[src/design/pgs_pkg.sv]
// Shared types, constants and arithmetic helpers for the PID gain slew scheduler.
package pgs_pkg;

    typedef enum logic [1:0] {
        MODE_FIXED     = 2'd0,
        MODE_FUZZY     = 2'd1,
        MODE_LEARN     = 2'd2,
        MODE_FIXED_ALT = 2'd3
    } mode_t;

    localparam int CFG_IDX_W = 4;

    localparam logic [CFG_IDX_W-1:0] CFG_TUNE_MODE  = 4'd0;
    localparam logic [CFG_IDX_W-1:0] CFG_FIXED_KP   = 4'd1;
    localparam logic [CFG_IDX_W-1:0] CFG_FIXED_KI   = 4'd2;
    localparam logic [CFG_IDX_W-1:0] CFG_FIXED_KD   = 4'd3;
    localparam logic [CFG_IDX_W-1:0] CFG_HOST_KP    = 4'd4;
    localparam logic [CFG_IDX_W-1:0] CFG_HOST_KI    = 4'd5;
    localparam logic [CFG_IDX_W-1:0] CFG_HOST_KD    = 4'd6;
    localparam logic [CFG_IDX_W-1:0] CFG_HOST_VALID = 4'd7;

    typedef logic [15:0] gain_t;
    typedef logic [13:0] rate_t;

    // Gain limits in Q3.13.
    localparam gain_t KP_MIN  = 16'd819;
    localparam gain_t KP_MAX  = 16'd49152;
    localparam gain_t KID_MIN = 16'd0;
    localparam gain_t KID_MAX = 16'd16384;

    // Slew rates in Q1.13 per second.
    localparam rate_t KP_RATE = 14'd9830;
    localparam rate_t KI_RATE = 14'd4915;
    localparam rate_t KD_RATE = 14'd6554;

    function automatic gain_t clamp_gain(input gain_t v, input gain_t lo, input gain_t hi);
        gain_t r;
        if (v < lo)
        begin
            r = lo;
        end
        else if (v > hi)
        begin
            r = hi;
        end
        else
        begin
            r = v;
        end
        return r;
    endfunction

    // Largest move of one tick: rate times tick length, fraction dropped.
    function automatic rate_t slew_step(input rate_t rate, input logic [15:0] dt);
        logic [29:0] p;
        p = {16'd0, rate} * {14'd0, dt};
        return p[29:16];
    endfunction

    // Moves cur toward tgt by at most step, then clamps to lo..hi.
    function automatic gain_t slew_clamp(input gain_t cur, input gain_t tgt, input rate_t step,
                                         input gain_t lo, input gain_t hi);
        logic signed [18:0] c;
        logic signed [18:0] t;
        logic signed [18:0] s;
        logic signed [18:0] up;
        logic signed [18:0] dn;
        logic signed [18:0] r;
        logic signed [18:0] l;
        logic signed [18:0] h;
        gain_t              res;
        c  = signed'({3'b000, cur});
        t  = signed'({3'b000, tgt});
        s  = signed'({5'b00000, step});
        l  = signed'({3'b000, lo});
        h  = signed'({3'b000, hi});
        up = c + s;
        dn = c - s;
        if (t > up)
        begin
            r = up;
        end
        else if (t < dn)
        begin
            r = dn;
        end
        else
        begin
            r = t;
        end
        if (r < l)
        begin
            res = lo;
        end
        else if (r > h)
        begin
            res = hi;
        end
        else
        begin
            res = r[15:0];
        end
        return res;
    endfunction

endpackage

[src/design/pid_gain_slew_scheduler.sv]
// Top level of the PID gain slew scheduler: registers, gain slewing and ISE watchdog.
// Each input word is captured in an input register and, when the output side can take
// it, its gains, retrain flag and baseline are computed in a single combinational pass
// and stored in the state registers, which drive the result word directly. One word is
// accepted and one result delivered every clock when the output side is ready, limited
// only by that single update pass on the gain and baseline state. Configuration writes
// are meant to be made only while no word is in flight.
module pid_gain_slew_scheduler
(
    input  logic                           clk,
    input  logic                           rst_n,
    input  logic                           cfg_valid,
    output logic                           cfg_ready,
    input  logic [pgs_pkg::CFG_IDX_W-1:0]  cfg_index,
    input  logic [15:0]                    cfg_data,
    input  logic                           in_valid,
    output logic                           in_ready,
    input  logic [15:0]                    fuzzy_kp,
    input  logic [15:0]                    fuzzy_ki,
    input  logic [15:0]                    fuzzy_kd,
    input  logic [15:0]                    time_step,
    input  logic                           perf_valid,
    input  logic [31:0]                    window_ise,
    input  logic                           settled,
    input  logic                           clear_retrain,
    output logic                           out_valid,
    input  logic                           out_ready,
    output logic [15:0]                    gain_kp,
    output logic [14:0]                    gain_ki,
    output logic [14:0]                    gain_kd,
    output logic                           retrain_request,
    output logic [31:0]                    baseline_ise
);
    import pgs_pkg::*;

    mode_t       tune_mode_reg;
    gain_t       fixed_kp_reg;
    gain_t       fixed_ki_reg;
    gain_t       fixed_kd_reg;
    gain_t       host_kp_reg;
    gain_t       host_ki_reg;
    gain_t       host_kd_reg;
    logic        host_valid_reg;

    logic        s1_valid_reg;
    gain_t       s1_fkp_reg;
    gain_t       s1_fki_reg;
    gain_t       s1_fkd_reg;
    logic [15:0] s1_dt_reg;
    logic        s1_pvalid_reg;
    logic [31:0] s1_ise_reg;
    logic        s1_settled_reg;
    logic        s1_clr_reg;

    logic        out_valid_reg;
    gain_t       active_kp_reg;
    logic [14:0] active_ki_reg;
    logic [14:0] active_kd_reg;
    logic [31:0] baseline_reg;
    logic        retrain_reg;

    logic        advance;
    logic        in_fire;
    logic        cfg_fire;
    logic        fixed_mode;
    logic        fixed_load;
    gain_t       tgt_kp;
    gain_t       tgt_ki;
    gain_t       tgt_kd;
    gain_t       active_kp_next;
    gain_t       active_ki_next;
    gain_t       active_kd_next;
    logic [31:0] baseline_next;
    logic        retrain_next;
    gain_t       load_kp;
    gain_t       load_ki;
    gain_t       load_kd;
    logic [36:0] ise_x20;
    logic [36:0] base_x17;
    logic [34:0] ise_x5;
    logic [34:0] base_x6;

    assign advance   = s1_valid_reg && (!out_valid_reg || out_ready);
    assign in_ready  = !s1_valid_reg || advance;
    assign in_fire   = in_valid && in_ready;
    assign cfg_ready = 1'b1;
    assign cfg_fire  = cfg_valid;

    assign fixed_mode = (tune_mode_reg != MODE_FUZZY) && (tune_mode_reg != MODE_LEARN);
    assign fixed_load = cfg_fire && fixed_mode &&
                        ((cfg_index == CFG_FIXED_KP) || (cfg_index == CFG_FIXED_KI) ||
                         (cfg_index == CFG_FIXED_KD));

    // The fixed set as it stands after this write, clamped for loading.
    always_comb
    begin
        load_kp = clamp_gain((cfg_index == CFG_FIXED_KP) ? cfg_data : fixed_kp_reg,
                             KP_MIN, KP_MAX);
        load_ki = clamp_gain((cfg_index == CFG_FIXED_KI) ? cfg_data : fixed_ki_reg,
                             KID_MIN, KID_MAX);
        load_kd = clamp_gain((cfg_index == CFG_FIXED_KD) ? cfg_data : fixed_kd_reg,
                             KID_MIN, KID_MAX);
    end

    always_comb
    begin
        case (tune_mode_reg)
            MODE_FUZZY:
            begin
                tgt_kp = s1_fkp_reg;
                tgt_ki = s1_fki_reg;
                tgt_kd = s1_fkd_reg;
            end
            MODE_LEARN:
            begin
                tgt_kp = host_valid_reg ? host_kp_reg : s1_fkp_reg;
                tgt_ki = host_valid_reg ? host_ki_reg : s1_fki_reg;
                tgt_kd = host_valid_reg ? host_kd_reg : s1_fkd_reg;
            end
            default:
            begin
                tgt_kp = fixed_kp_reg;
                tgt_ki = fixed_ki_reg;
                tgt_kd = fixed_kd_reg;
            end
        endcase
    end

    always_comb
    begin
        active_kp_next = slew_clamp(active_kp_reg, clamp_gain(tgt_kp, KP_MIN, KP_MAX),
                                    slew_step(KP_RATE, s1_dt_reg), KP_MIN, KP_MAX);
        active_ki_next = slew_clamp({1'b0, active_ki_reg}, clamp_gain(tgt_ki, KID_MIN, KID_MAX),
                                    slew_step(KI_RATE, s1_dt_reg), KID_MIN, KID_MAX);
        active_kd_next = slew_clamp({1'b0, active_kd_reg}, clamp_gain(tgt_kd, KID_MIN, KID_MAX),
                                    slew_step(KD_RATE, s1_dt_reg), KID_MIN, KID_MAX);
    end

    // Thresholds of 0.85 and 1.2 times the baseline, compared exactly.
    always_comb
    begin
        ise_x20  = ({5'd0, s1_ise_reg} << 4) + ({5'd0, s1_ise_reg} << 2);
        base_x17 = ({5'd0, baseline_reg} << 4) + {5'd0, baseline_reg};
        ise_x5   = ({3'd0, s1_ise_reg} << 2) + {3'd0, s1_ise_reg};
        base_x6  = ({3'd0, baseline_reg} << 2) + ({3'd0, baseline_reg} << 1);
        baseline_next = baseline_reg;
        retrain_next  = s1_clr_reg ? 1'b0 : retrain_reg;
        if (s1_pvalid_reg)
        begin
            if ((baseline_reg == 32'd0) && (s1_ise_reg != 32'd0) && s1_settled_reg)
            begin
                baseline_next = s1_ise_reg;
            end
            else if ((baseline_reg != 32'd0) && (ise_x20 < base_x17))
            begin
                baseline_next = s1_ise_reg;
            end
            else if ((baseline_reg != 32'd0) && (ise_x5 > base_x6))
            begin
                retrain_next = 1'b1;
            end
        end
    end

    always_ff @(posedge clk or negedge rst_n)
    begin
        if (!rst_n)
        begin
            tune_mode_reg  <= MODE_FIXED;
            fixed_kp_reg   <= '0;
            fixed_ki_reg   <= '0;
            fixed_kd_reg   <= '0;
            host_kp_reg    <= '0;
            host_ki_reg    <= '0;
            host_kd_reg    <= '0;
            host_valid_reg <= 1'b0;
            s1_valid_reg   <= 1'b0;
            out_valid_reg  <= 1'b0;
            active_kp_reg  <= '0;
            active_ki_reg  <= '0;
            active_kd_reg  <= '0;
            baseline_reg   <= '0;
            retrain_reg    <= 1'b0;
        end
        else
        begin
            if (cfg_fire)
            begin
                case (cfg_index)
                    CFG_TUNE_MODE:  tune_mode_reg  <= mode_t'(cfg_data[1:0]);
                    CFG_FIXED_KP:   fixed_kp_reg   <= cfg_data;
                    CFG_FIXED_KI:   fixed_ki_reg   <= cfg_data;
                    CFG_FIXED_KD:   fixed_kd_reg   <= cfg_data;
                    CFG_HOST_KP:    host_kp_reg    <= cfg_data;
                    CFG_HOST_KI:    host_ki_reg    <= cfg_data;
                    CFG_HOST_KD:    host_kd_reg    <= cfg_data;
                    CFG_HOST_VALID: host_valid_reg <= cfg_data[0];
                    default:        ;
                endcase
            end

            if (in_fire)
            begin
                s1_valid_reg <= 1'b1;
            end
            else if (advance)
            begin
                s1_valid_reg <= 1'b0;
            end

            if (advance)
            begin
                out_valid_reg <= 1'b1;
            end
            else if (out_ready)
            begin
                out_valid_reg <= 1'b0;
            end

            if (advance)
            begin
                active_kp_reg <= active_kp_next;
                active_ki_reg <= active_ki_next[14:0];
                active_kd_reg <= active_kd_next[14:0];
                baseline_reg  <= baseline_next;
                retrain_reg   <= retrain_next;
            end
            else if (fixed_load)
            begin
                active_kp_reg <= load_kp;
                active_ki_reg <= load_ki[14:0];
                active_kd_reg <= load_kd[14:0];
            end
        end
    end

    always_ff @(posedge clk)
    begin
        if (in_fire)
        begin
            s1_fkp_reg     <= fuzzy_kp;
            s1_fki_reg     <= fuzzy_ki;
            s1_fkd_reg     <= fuzzy_kd;
            s1_dt_reg      <= time_step;
            s1_pvalid_reg  <= perf_valid;
            s1_ise_reg     <= window_ise;
            s1_settled_reg <= settled;
            s1_clr_reg     <= clear_retrain;
        end
    end

    assign out_valid       = out_valid_reg;
    assign gain_kp         = active_kp_reg;
    assign gain_ki         = active_ki_reg;
    assign gain_kd         = active_kd_reg;
    assign retrain_request = retrain_reg;
    assign baseline_ise    = baseline_reg;

endmodule

[config.mk]
export PLATFORM = sky130hd
export DESIGN_NAME = pid_gain_slew_scheduler
export DESIGN_NICKNAME = d
export VERILOG_FILES = /design/src/design/pgs_pkg.sv /design/src/design/pid_gain_slew_scheduler.sv
export SDC_FILE = /design/constraint.sdc
export NUM_CORES = 1
export LEC_CHECK = 0
export BUFFER_PORTS_ARGS = -buffer_cell sky130_fd_sc_hd__buf_2
export CELL_PAD_IN_SITES_DETAIL_PLACEMENT = 1
export CELL_PAD_IN_SITES_GLOBAL_PLACEMENT = 2
export CORE_AREA = 2 2 260 326
export DETAILED_ROUTE_END_ITERATION = 12
export DIE_AREA = 0 0 262 328
export GPL_TIMING_DRIVEN = 1
export PLACE_DENSITY_LB_ADDON = 0.1
export SYNTH_ARGS = -nofsm -noshare
export SYNTH_HDL_FRONTEND = slang
export SYNTH_SLANG_ARGS = --single-unit
[constraint.sdc]
create_clock -name clk -period 13.2 [get_ports clk]
set_input_delay 2.64 -clock clk [delete_from_list [all_inputs] [get_ports clk]]
set_output_delay 2.64 -clock clk [all_outputs]
set_load 0.1 [all_outputs]
# == Word level (Yosys, flattened, before mapping) ==
# Cells that the tools add are included.
# W data, S select, Z words.
# word_totals
ff_bits,279
# op_classes
add_sub_neg,10
n_mul,3
n_lt_le_gt_ge,26
eq_ne,11
n_mux,50
reduce_logical,29
# ops
operator,count
$mux W16,18
$mux W15,12
$mux W19,6
$pmux W16 S2,3
$gt A16 B15 Y1 const B,4
$lt A16 B1 Y1 const B,4
$mux W32,2
$reduce_bool A32 Y1,2
$mul A13 B16 Y29 const A,2
$gt A19 B16 Y1 const B,2
$lt A19 B1 Y1 const B,2
$add A36 B32 Y37,1
$add A36 B34 Y37,1
$lt A37 B37 Y1,1
$add A34 B32 Y35,1
$add A34 B33 Y35,1
$gt A35 B35 Y1,1
$lt A17 B16 Y1,2
$add A15 B13 Y16,2
$gt A16 B16 Y1,2
$gt A16 B16 Y1 const B,2
$logic_not A32 Y1,1
$lt A16 B10 Y1 const B,2
$sub A15 B13 Y16,2
other kinds (22),53

# == Longest topological paths before layout ==
# Gate-level depths: netlist (run 1).
# logic_depth
depth_word,12
ltp_mapped,45
mapped_depth_nobuf,44

# == Worst setup path after synthesis (run 1) ==
# OpenSTA, ideal clock, no wires.
# synth_path
path_type,flip-flop to flip-flop
startpoint,reg s1_dt_reg[5]
endpoint,reg active_kp_reg[1] (netlist: gain_kp[1])
setup_time_ps,124
t_arrival_ps,9708
required_time_ps,13076
path_slack_ps,3368
path_stages_with_launch,44
path_buffers,2
synth_period_minus_slack_ps,9832
path_cell_list,edfxtp_1 > ha_1 > xor2_1 > ha_1 > a21o_1 > fa_1 > fa_1 > inv_1 > fa_1 > inv_1 > ha_1 > o21a_1 > o21ai_0 > nor2_1 > a221oi_1 > a211oi_1 > o31ai_1 > a21oi_1 > [8 not listed] > a41oi_1 > a21oi_1 > xnor2_1 > ha_1 > o21ai_0 > a211oi_1 > a31oi_1 > a211oi_1 > ha_1 > clkbuf_1 > or4_1 > mux2_2 > nand2_1 > nor4_1 > o2111a_2 > a221oi_4 > nand2_2 > o221a_1
# synth_via
elab_chain_len,9
elab_cells_between_ends,12
classes_between,add/sub: 2; mul: 1; order compare: 4; mux: 5
# synth_lines
element,line_no,source
start: declaration,pid_gain_slew_scheduler.sv:49,logic [15:0] s1_dt_reg;
start signal: assignment,pid_gain_slew_scheduler.sv:244,s1_dt_reg <= time_step;
$mul A13 B16 Y29 *,pgs_pkg.sv:56,"p = {16'd0, rate} * {14'd0, dt};"
$sub A16 B14 Y17,pgs_pkg.sv:78,dn = c - s;
$lt A17 B17 Y1,pgs_pkg.sv:83,else if (t < dn)
$mux W19,pgs_pkg.sv:83,
$mux W19 *,pgs_pkg.sv:79,if (t > up)
$gt A19 B17 Y1,pgs_pkg.sv:95,else if (r > h)
$mux W16,pgs_pkg.sv:95,
$mux W16 *,pgs_pkg.sv:91,if (r < l)
$mux W16 *,pid_gain_slew_scheduler.sv:220,if (advance)
end signal: assignment,pid_gain_slew_scheduler.sv:222,active_kp_reg <= active_kp_next;
end signal: assignment,pid_gain_slew_scheduler.sv:230,active_kp_reg <= load_kp;
end: declaration,pid_gain_slew_scheduler.sv:56,gain_t active_kp_reg;
# Mark *: on every way between the ends. The rest lies on a longest branch, timed or not.
# A chain may end at the register's enable or synchronous reset.

# == Worst setup path after layout (run 1) ==
# layout_path
startpoint,reg s1_dt_reg[5]
endpoint,reg active_kp_reg[0] (netlist: gain_kp[0])
# The elaborated chain is that of the path after synthesis.

==> run summary, run 1 <==
The post-cts resize count came out at 0. After detailed routing, the number of remaining DRC violations is 0. Cells with a size suffix above 1 make up around an eighth of the layout. The global-route usage over all layers came out at roughly 28%.

Counting flops with a built-in enable in the synthesized netlist gives 99. The depth of the worst hold-timing path came out at 2. The clock insertion delay at the later pin of the skew report came out at 0.60 ns. The worst max-slew margin expressed relative to the limit came out at 26.7%. The DRC violation total after the first TritonRoute iteration is 1310. Summing all multi-input logic gate instances after layout gives 23400 µm². The biggest cell delay along the critical path came out at 0.69 ns.

Summing the sequential cell areas from Yosys gives between 20% and 30% of the chip area. The slack of the critical path is 1.32 ns. STA classifies the critical path endpoint as a flip-flop. The net count reported at finish is between 4k and 5k. The final-report hold violation count is 0. Entering global routing, the biggest net connects between 60 and 70 pins. The half-perimeter wire length of the detailed placement result is 99600 µm. Between clock sinks in the finished design, the worst skew comes to roughly 0.030 ns. The detailed router placed roughly 28k vias in this run. The number of buffers created by CTS is 37. The total congestion overflow after global routing is 0. The count of buffers added on input and output ports is roughly 200. The max-slew violation count came out at 0. For this design, the CTS-stage hold fixing added 0 buffers. For this run, the number of Yosys warnings is 0. Among all flip-flop cells after synthesis, the most frequent one is dfrtp_1.

The number of ports placed on the die boundary is about 210. The count of nets left with antenna violations after detail routing came out at 0. The initial utilization of the core area, before any placement, comes to around two fifths. The share of the clock period used by the worst path came out at 90.0%. The detailed-route vias per instance came out at 5.81. The source of the worst register-to-register timing path is s1_dt_reg[5]. Of all flip-flops after synthesis, the portion carrying an async set or reset was between 60 and 70%.

The post-placement setup slack came out at approximately 1.4 ns. By instance count, the cell type seen most on the critical path is ha_1. The mean area per synthesized cell came out at roughly 9 µm². The floorplan step defined a die boundary enclosing 85900 µm². Subtracting the final worst setup slack from the clock period gives roughly 12 ns. The number of clock sinks seen by CTS came out at 279. The endpoint identified for the worst register-to-register timing path is gain_kp[0]. The slack of the worst reg-to-reg path is 1.32 ns.

The wire length after detailed routing came out at around 120000 µm. The count of fill cells added during filler insertion is 9635. At the pin with the least slew margin, the transition time is roughly 1.1 ns. The count of standard-cell rows came out at approximately 120. The required time reported for the critical path endpoint came out at between 10 and 15 ns. The depth of the CTS H-tree is 2. The layout overhead on the synthesized area came out at 10.0%. The floorplan step defined a core boundary enclosing between 80000 and 90000 µm². Setup violations remaining at the end of the flow were counted as 0. In this run the worst path has a maximum fanout of 19. Leaving out fill and tap cells, the most frequent cell in the layout is ha_1. The flow ran to the end, and the final reports show no timing, DRC or antenna violations. The netlist area before placement came out at between 30000 and 40000 µm². The setup TNS after final layout came out at 0 ns. The number of global-route vias before repair is just over 30k. The number of buffers between clock root and the deepest sink came out at 3. In this run the clock root is driven by a clkbuf_16. The initial antenna violation count is 0. The wire length of the first global-routing pass is 186000 µm. The y dimension of the die is approximately 330 µm. The final antenna diode count is 0.

In this run the worst setup path terminates at gain_kp[0]. The count of placed standard cells in the final layout, fillers left out came out at 4871. The largest individual stage delay along the critical path comes from the cell a221oi_1. The routed wirelength normalized by instance count came out at roughly 25 µm. The buffer count from post-CTS setup fixing came out at 0. Setup repair after global routing left no endpoint under its margin.

The critical path startpoint is s1_dt_reg[5]. The count of placed standard cells including taps is roughly 4.8k. The final standard cell utilization of the core came out at 43.7%.

In this run, distinct cell masters in the synthesized netlist total 90. The critical path is of the reg2reg type. The number of cells on the worst reg-to-reg path is between 40 and 50. The clock-pin slew reported for the worst setup and hold paths after clock tree synthesis came out at approximately 0.060 ns. The routability congestion estimate is approximately 0.91. The cell count after synthesis came out at between 3k and 4k. The area occupied by registers came out at 7480 µm². After synthesis the netlist holds a flip-flop and latch count of 279. STA puts the critical path data arrival time at approximately 12 ns. The class of the tightest hold or removal check is reg2reg. The detailed-routing iteration count for the pre-antenna-repair pass is 5.

TritonCTS built the clock tree. The tool flagged a number of max-cap violations equal to 0. The top cell types in the final layout, fill and taps aside, are 519 x ha_1, 394 x inv_1, 234 x nand2_1. STA classifies the critical path startpoint as a flip-flop. The achievable frequency is roughly 0.084 GHz. The die is 262 µm wide.
## layout make-up
class	count	share of cell area [%]
Clock buffer	48	2.85
Tap cell	1080	3.74
Multi-Input combinational cell	2822	64.8
Timing Repair Buffer	226	3.31
Sequential cell	279	20.7
Clock inverter	20	0.482
Inverter	396	4.12
## metal layers
layer  up-vias  track usage (%)  share of wire, %
met5         -                0                 0
met4         0             8.04               3.0
met3       144             2.52               2.8
met2       485             52.2                52
met1     14358             34.2                42
li1      13298                -                 -
## cells in the mapped netlist, types with 15 or more instances
library cell | instances | area share (%)
nand4_1 | 43 | 0.82
nand2_1 | 234 | 2.7
edfxtp_1 | 99 | 9.1
dfrtp_1 | 180 | 14
xor2_1 | 74 | 2.0
a21oi_1 | 220 | 3.4
nor4_1 | 37 | 0.71
o21a_1 | 55 | 1.3
inv_1 | 394 | 4.5
and2_1 | 27 | 0.51
or3_1 | 27 | 0.51
mux2i_1 | 93 | 2.8
mux2_2 | 138 | 4.7
a221oi_1 | 18 | 0.48
o31ai_1 | 36 | 0.82
a31oi_1 | 24 | 0.46
nor3_1 | 64 | 0.98
fa_1 | 122 | 7.4
ha_1 | 521 | 20
clkbuf_1 | 100 | 1.1
o21ai_0 | 168 | 2.6
o221ai_1 | 21 | 0.56
o211ai_1 | 35 | 0.80
a22oi_1 | 17 | 0.39
a211oi_1 | 33 | 0.75
a21o_1 | 91 | 2.1
nand3_1 | 67 | 1.0
or2_2 | 21 | 0.40
o21bai_1 | 26 | 0.59
o22ai_1 | 15 | 0.29
xnor2_1 | 116 | 3.1
nor2b_1 | 35 | 0.67
nor2_1 | 200 | 2.3
and3_1 | 20 | 0.38
nand2b_1 | 48 | 0.91
## through the flow
step                hold slack (ns)  cell area [µm²]
finish                        0.490            36100
global route                  0.506            36100
CTS                           0.482            36100
detailed placement            0.470            34900
global placement              0.455            34900
floorplan                     0.471            32800
## kinds of logic (layout without fill, tap and decap cells)
logic type,Yosys count,in the layout,share of synthesized area (%)
compound gates,903,903,18.6
simple gates,848,848,12.5
fa+ha+maj,643,643,27.3
buf+inv,516,690,6.04
flops,279,279,22.8
mux,235,235,7.72
xor+xnor,190,190,5.07
other cells,2,3,0.0229
## how the worst min path moves through the flow
stage,startpoint,endpoint,slack (ns)
after floorplan,s1_valid_reg,out_valid,0.47
after global placement,retrain_request,retrain_request,0.45
after detailed placement,retrain_request,retrain_request,0.47
after CTS,retrain_request,retrain_request,0.48
after global routing,retrain_request,retrain_request,0.51
final,retrain_request,retrain_request,0.49
## critical path, delay by kind of cell, from the launching register on
| kind | cells | cell delay, ns |
|---|---|---|
| compound gates | 18 | 4.65 |
| fa+ha+maj | 9 | 3.52 |
| simple gates | 8 | 1.94 |
| buf+inv | 4 | 0.75 |
| flops | 1 | 0.50 |
| xor+xnor | 2 | 0.37 |
Power of run 1 is not shown: default switching activity piles up to over one toggle a cycle in this logic, so the estimate is an artifact.
==> run 2: changes to the inputs <==
==> constraint.sdc (replaced) <==
create_clock -name clk -period 13.19 [get_ports clk]
set_input_delay 2.638 -clock clk [delete_from_list [all_inputs] [get_ports clk]]
set_output_delay 2.638 -clock clk [all_outputs]
set_load 0.1 [all_outputs]
==> run 2 against run 1 <==
  * Die area stayed put
  * Critical path type unchanged
  * Final area is 0.15% higher
  * Clock skew is 0.012 ns lower
==> run summary, run 2 (synthesis results as in run 1) <==
The commonest non-fill, non-tap cell in the layout is ha_1. The buffer count from post-CTS setup fixing is 0. On the worst path, the slowest cell contributes a delay of about 0.7 ns. Setup repair after global routing left no endpoint under its margin. The depth of the worst hold-timing path came out at 2. The final-report hold violation count is 0. The region available for standard cell placement spans slightly above 80000 µm². The count of cells along the worst register-to-register path came out at 41. The slew at the pin with the worst max-slew slack came out at between 1 and 1.5 ns. The first global-routing pass estimated around 190000 µm of wire.

The depth of the CTS H-tree came out at 2. The width of the die came out at 262 µm. The slowest stage of the critical path belongs to the cell a221oi_1.

The run finished with clean final reports. The final number of setup-violating endpoints is 0. The layout cell share with drive strength beyond 1 came out at roughly 13%. The total overflow left after global routing is 0.

Entering global routing, the biggest net connects 69 pins. The final routed DRC violation total came out at 0. The setup clock skew after layout came out at around 0.017 ns.

In this run, post-CTS hold repair placed 0 buffers. The wire length after detailed routing came out at between 100000 and 150000 µm. Summing all multi-input logic gate instances after layout gives approximately 23000 µm². The number of placed instances, taps included, is just under 5k. The global-route usage over all layers came out at 28.2%. The number of buffers created by CTS came out at 37. In this run the count of I/O pins placed on the die edge is 206. For the worst setup path, the data required time is 13.65 ns. The share of the clock period used by the worst path is between 90% and 100%. The achievable frequency came out at approximately 0.083 GHz. The count of fill cells added during filler insertion is approximately 9.7k. The type of origin of the critical path is a flip-flop. The count of placed standard cells in the final layout, fillers left out came out at between 4k and 5k. The setup path with the least slack is of type reg2reg. The shortest clock period the worst path allows after layout came out at ~12 ns. The net count reported at finish is 4529. The worst max-slew margin expressed relative to the limit is around a quarter. The clock net in this run drives a total of approximately 280 sinks.

The max-slew violation count is 0. The number of buffers between clock root and the deepest sink is 3. The worst hold path belongs to the class reg2reg. Clock-pin slew was measured on the worst setup and hold paths at 0.06 ns. Gates resized during post-CTS repair numbered 0.

Compared with the post-synthesis result, the final layout area differs by 10.2%. The cell chosen for the clock root is clkbuf_16. The number of port buffers is just over 200. The final antenna diode count came out at 0. Leaving out fill and tap cells, the most frequent cells in the layout are 519 x ha_1, 394 x inv_1, 234 x nand2_1.

The clock insertion delay at the later pin of the skew report is about 0.59 ns. The cell seen most often among critical-path stages is ha_1. For this configuration, the core starts out at a cell density of approximately 40%.

Of all nets on the critical path, the largest fanout is 19. The arrival time of the worst setup path came out at 12.47 ns. In the routed layout, each cell is associated on average with a via count of a little under 6. The total die area came out at 85900 µm². The initial antenna violation count came out at 0. Once detail routing completed, the nets flagged for antenna violations numbered 0. The routed layout has 28.4k vias. Once detailed placement completed, the half-perimeter wirelength came to a little under 100000 µm.

In the final routed layout, each cell accounts on average for between 20 and 25 µm. The sequential cells in the finished layout cover a total of 7480 µm². At the end of routability-driven placement, the weighted congestion stood at ~0.91. The setup TNS after final layout came out at 0 ns. The number of violations of the max-capacitance limit is 0. The y dimension of the die is around 330 µm. The worst hold margin came out at slightly above 0.5 ns. At the end of the flow the core is filled with cells to between 40% and 50%. In this run, the number of DRC markers left after iteration 0 of detailed routing was ~1.4k. The CTS tree is done.

STA classifies the critical path endpoint as a flip-flop. The number of global-route vias before repair is 30.9k. The detailed-routing iteration count for the pre-antenna-repair pass is 5. The count of standard-cell rows came out at roughly 120.
==> run 2: layout make-up <==
cell class / count / area share [%]
clock buffers: 49 / 2.74
clock inverters: 18 / 0.733
inverters: 396 / 4.11
multi-input cells: 2822 / 64.7
flip-flops and latches: 279 / 20.7
well taps: 1080 / 3.74
repair buffers: 226 / 3.30
==> run 2: final timing paths <==
path / slack (ns) / from / endpoint
max: 1.19 / s1_dt_reg[5] / gain_kp[1]
min: 0.50 / retrain_request / retrain_request
max reg2reg: 1.19 / s1_dt_reg[5] / gain_kp[1]
min reg2reg: 0.50 / retrain_request / retrain_request
max in group asynchronous: 9.70 / rst_n / host_valid_reg
min in group asynchronous: 2.06 / rst_n / host_ki_reg[3]
==> run 2: per-layer routing <==
layer | up-vias | routed length [µm] | global-route usage [%]
met2 | 552 | 62600 | 51.9
met1 | 14412 | 51100 | 34.6
met4 | 0 | 4120 | 8.86
met5 | - | 0 | 0
met3 | 178 | 3690 | 2.31
li1 | 13289 | - | -
==> run 2: metrics by stage <==
| step | worst slack [ns] | instance area [µm²] |
|---|---|---|
| finish | 1.19 | 36200 |
| global route | 0.509 | 36200 |
| CTS | 1.17 | 36200 |
| detailed placement | 1.26 | 34900 |
| global placement | 1.37 | 34900 |
| floorplan | 3.36 | 32800 |
==> run 2: critical path: cells and delay by family (launching register included) <==
family          cells  cell delay (ns)
xor+xnor            2             0.36
flops               1             0.51
buf+inv             4             0.77
fa+ha+maj           9             3.55
compound gates     18             4.66
simple gates        8             2.00
Power of run 2 is left out for the same reason.
==> run 3: changes to the inputs <==
--- a/config.mk
+++ b/config.mk
@@ -8,11 +8,12 @@
 export BUFFER_PORTS_ARGS = -buffer_cell sky130_fd_sc_hd__buf_2
 export CELL_PAD_IN_SITES_DETAIL_PLACEMENT = 1
 export CELL_PAD_IN_SITES_GLOBAL_PLACEMENT = 2
-export CORE_AREA = 2 2 260 326
+export CORE_AREA = 2 2 265 319
 export DETAILED_ROUTE_END_ITERATION = 12
-export DIE_AREA = 0 0 262 328
+export DIE_AREA = 0 0 267 321
 export GPL_TIMING_DRIVEN = 1
-export PLACE_DENSITY_LB_ADDON = 0.1
+export PLACE_DENSITY = 0.81
+export RECOVER_POWER = 50
 export SYNTH_ARGS = -nofsm -noshare
 export SYNTH_HDL_FRONTEND = slang
 export SYNTH_SLANG_ARGS = --single-unit
==> run 3 against run 2 <==
  * The run now ends with max-capacitance violations, max-slew violations left
  * Core utilization fell by 0.13 points
  * Die area fell by 0.27%
  * Final area barely moved
  * Register-to-register slack got worse by 0.12 ns
  * Maximum frequency fell by 0.98%
  * Clock-buffer cell count fell by 6
  * Largest cell class unchanged
  * Highest routed layer unchanged
==> run summary, run 3 (synthesis results as in run 1) <==
The met1 usage in global routing came out at between 30% and 40%. The layout cell share with drive strength beyond 1 came out at 12.3%. The flow ran to the end, but the final reports show violations.

The layout overhead on the synthesized area is 10.1%. Global routing consumed, on the met3 layer, between 2 and 3% of the routing resources. The first global-routing pass estimated roughly 170000 µm of wire.

TritonCTS built the clock tree. The setup TNS after final layout is 0 ns. After floorplanning, the core was divided into between 100 and 150 placement rows. In this run the most used layer during global routing was met2.

The area occupied by registers is 7480 µm². The worst setup path is launched from a flip-flop. The via count of the routed design is around 28k. Entering global routing, the biggest net connects 72 pins. The biggest fanout along the worst timing path is 21.

The detailed-route vias per instance is around 5.7. The y dimension of the die came out at 321 µm. The checks that failed: max-capacitance violations, max-slew violations. The effective utilization at floorplan came out at between 30 and 40%. The setup clock skew after layout is ~0.052 ns. The count of cells along the worst register-to-register path is ~40.

Global routing used around a quarter of the available tracks. Setup repair after global routing left no endpoint under its margin. The achievable frequency is ~0.082 GHz. The number of violations of the max-capacitance limit came out at 4. The total congestion overflow after global routing is 0. The worst path needs 12.12 ns of the cycle, external delays included. The number of buffers inserted by hold repair at cts came out at 0. The arrival time of the worst setup path is roughly 13 ns. Leaving out fill and tap cells, the most frequent cells in the layout are 519 x ha_1, 394 x inv_1, 234 x nand2_1.

The count of fill cells added during filler insertion is around 9.6k. STA classifies the critical path endpoint as a flip-flop. The post-cts resize count came out at 0. Setup slack on the critical path of the routed design comes to approximately 1.1 ns. Setup violations remaining at the end of the flow were counted as 0. In this run the standard cell core region covers 82900 µm². The worst max-slew margin expressed relative to the limit is -158%. The width of the die came out at approximately 270 µm. The first TritonRoute pass finished after 5 iterations. The setup path with the least slack is of type reg2reg. After the first detailed-routing iteration, the DRC count stood at 1480. In this design, the critical path's most frequently occurring cell is ha_1. For the worst-skew pair, the clock arrives at the later sink with an insertion delay of a little over 0.6 ns. The routed wirelength normalized by instance count came out at about 23 µm. The buffer count from post-CTS setup fixing came out at 0. The number of buffers created by CTS is 37. The final-report hold violation count is 0.

The routability congestion estimate came out at about 0.92. The class of the tightest hold or removal check is reg2reg. The number of port buffers is 204. For this run, the post-layout net count is between 4k and 5k. The commonest non-fill, non-tap cell in the layout is ha_1.

On the worst path, the slowest cell contributes a delay of roughly 0.72 ns. Summing all multi-input logic gate instances after layout gives around 23000 µm². Clock tree synthesis selected as its root buffer the cell clkbuf_16. The number of buffers between clock root and the deepest sink came out at 3. The largest individual stage delay along the critical path comes from the cell ha_1. The number of clock sinks seen by CTS is 279.

The number of global-route vias before repair came to around 29k. The post-placement setup slack came out at approximately 1.2 ns. The initial antenna violation count came out at 0.

The share of the clock period used by the worst path came out at roughly nine tenths. The total die area came out at 85700 µm². The number of ports placed on the die boundary is 206.

The wire length after detailed routing is ~110000 µm. The depth of the worst hold-timing path came out at 2. For the pin with the worst max-slew slack, the measured transition is between 3 and 4 ns. The depth of the CTS H-tree is 2. The max-slew violation count was 162. The global routing met2 resource utilization came out at a little under half. The half-perimeter wire length of the detailed placement result is 89900 µm. The final antenna diode count is 0. After clock tree synthesis, the clock-pin slew on the worst setup and hold paths is 0.06 ns.

The final routed DRC violation total came out at 0. The detail route stage leaves a number of antenna-violating nets equal to 0. The required time reported for the critical path endpoint came out at around 14 ns.
run 3: changes by cell type in the layout (fill, tap and decap cells not counted), moves of 2 or more:
| cell | change |
|---|---|
| buf_2 | -15 |
| buf_4 | -5 |
| clkbuf_1 | +14 |
| clkinv_1 | -2 |
| clkinv_2 | +2 |
| clkinv_4 | +3 |
| clkinvlp_4 | +3 |
| inv_6 | +3 |
run 3: worst paths after layout:
path	from	endpoint	slack, ns
worst min-delay path	retrain_request	retrain_request	0.48
min in group asynchronous	rst_n	gain_ki[14]	3.38
worst max register to register	s1_dt_reg[5]	gain_kp[4]	1.07
worst min register to register	retrain_request	retrain_request	0.48
worst max-delay path	s1_dt_reg[5]	gain_kp[4]	1.07
max in group asynchronous	rst_n	host_valid_reg	4.95
run 3: metal layers:
metal  up-vias  share of wire, %
met2       577                49
met3       173               3.7
li1      13276                 -
met5         -                 0
met1     13879                44
met4         0               3.6
run 3: cell type report:
type	instances	share of cell area (%)
clock buffers	43	2.68
clock inverters	24	0.737
inverters	396	4.11
multi-input cells	2822	64.7
flip-flops and latches	279	20.7
well taps	1121	3.88
repair buffers	225	3.16
run 3: critical path: cells and delay by family, from the launching register on:
kind / cells / cell delay, ns
adder cells (fa/ha/maj): 9 / 3.85
flip-flops: 1 / 0.52
buffers and inverters: 3 / 0.75
AO/OA/AOI/OAI: 19 / 4.20
XOR/XNOR: 3 / 0.77
AND/OR/NAND/NOR: 7 / 1.82
run 3: per-stage QoR:
step / utilization, % / cells / hold WS [ns] / cell area, µm²
5_1_grt: 43.6 / 4910 / 0.518 / 36100
4_1_cts: 43.7 / 4910 / 0.485 / 36200
3_5_place_dp: 42.2 / 4843 / 0.475 / 35000
3_3_place_gp: 42.2 / 4843 / 0.454 / 35000
6_report: 43.6 / 4910 / 0.483 / 36100
2_1_floorplan: - / 3617 / 0.471 / 32800
Power of run 3 is left out for the same reason.
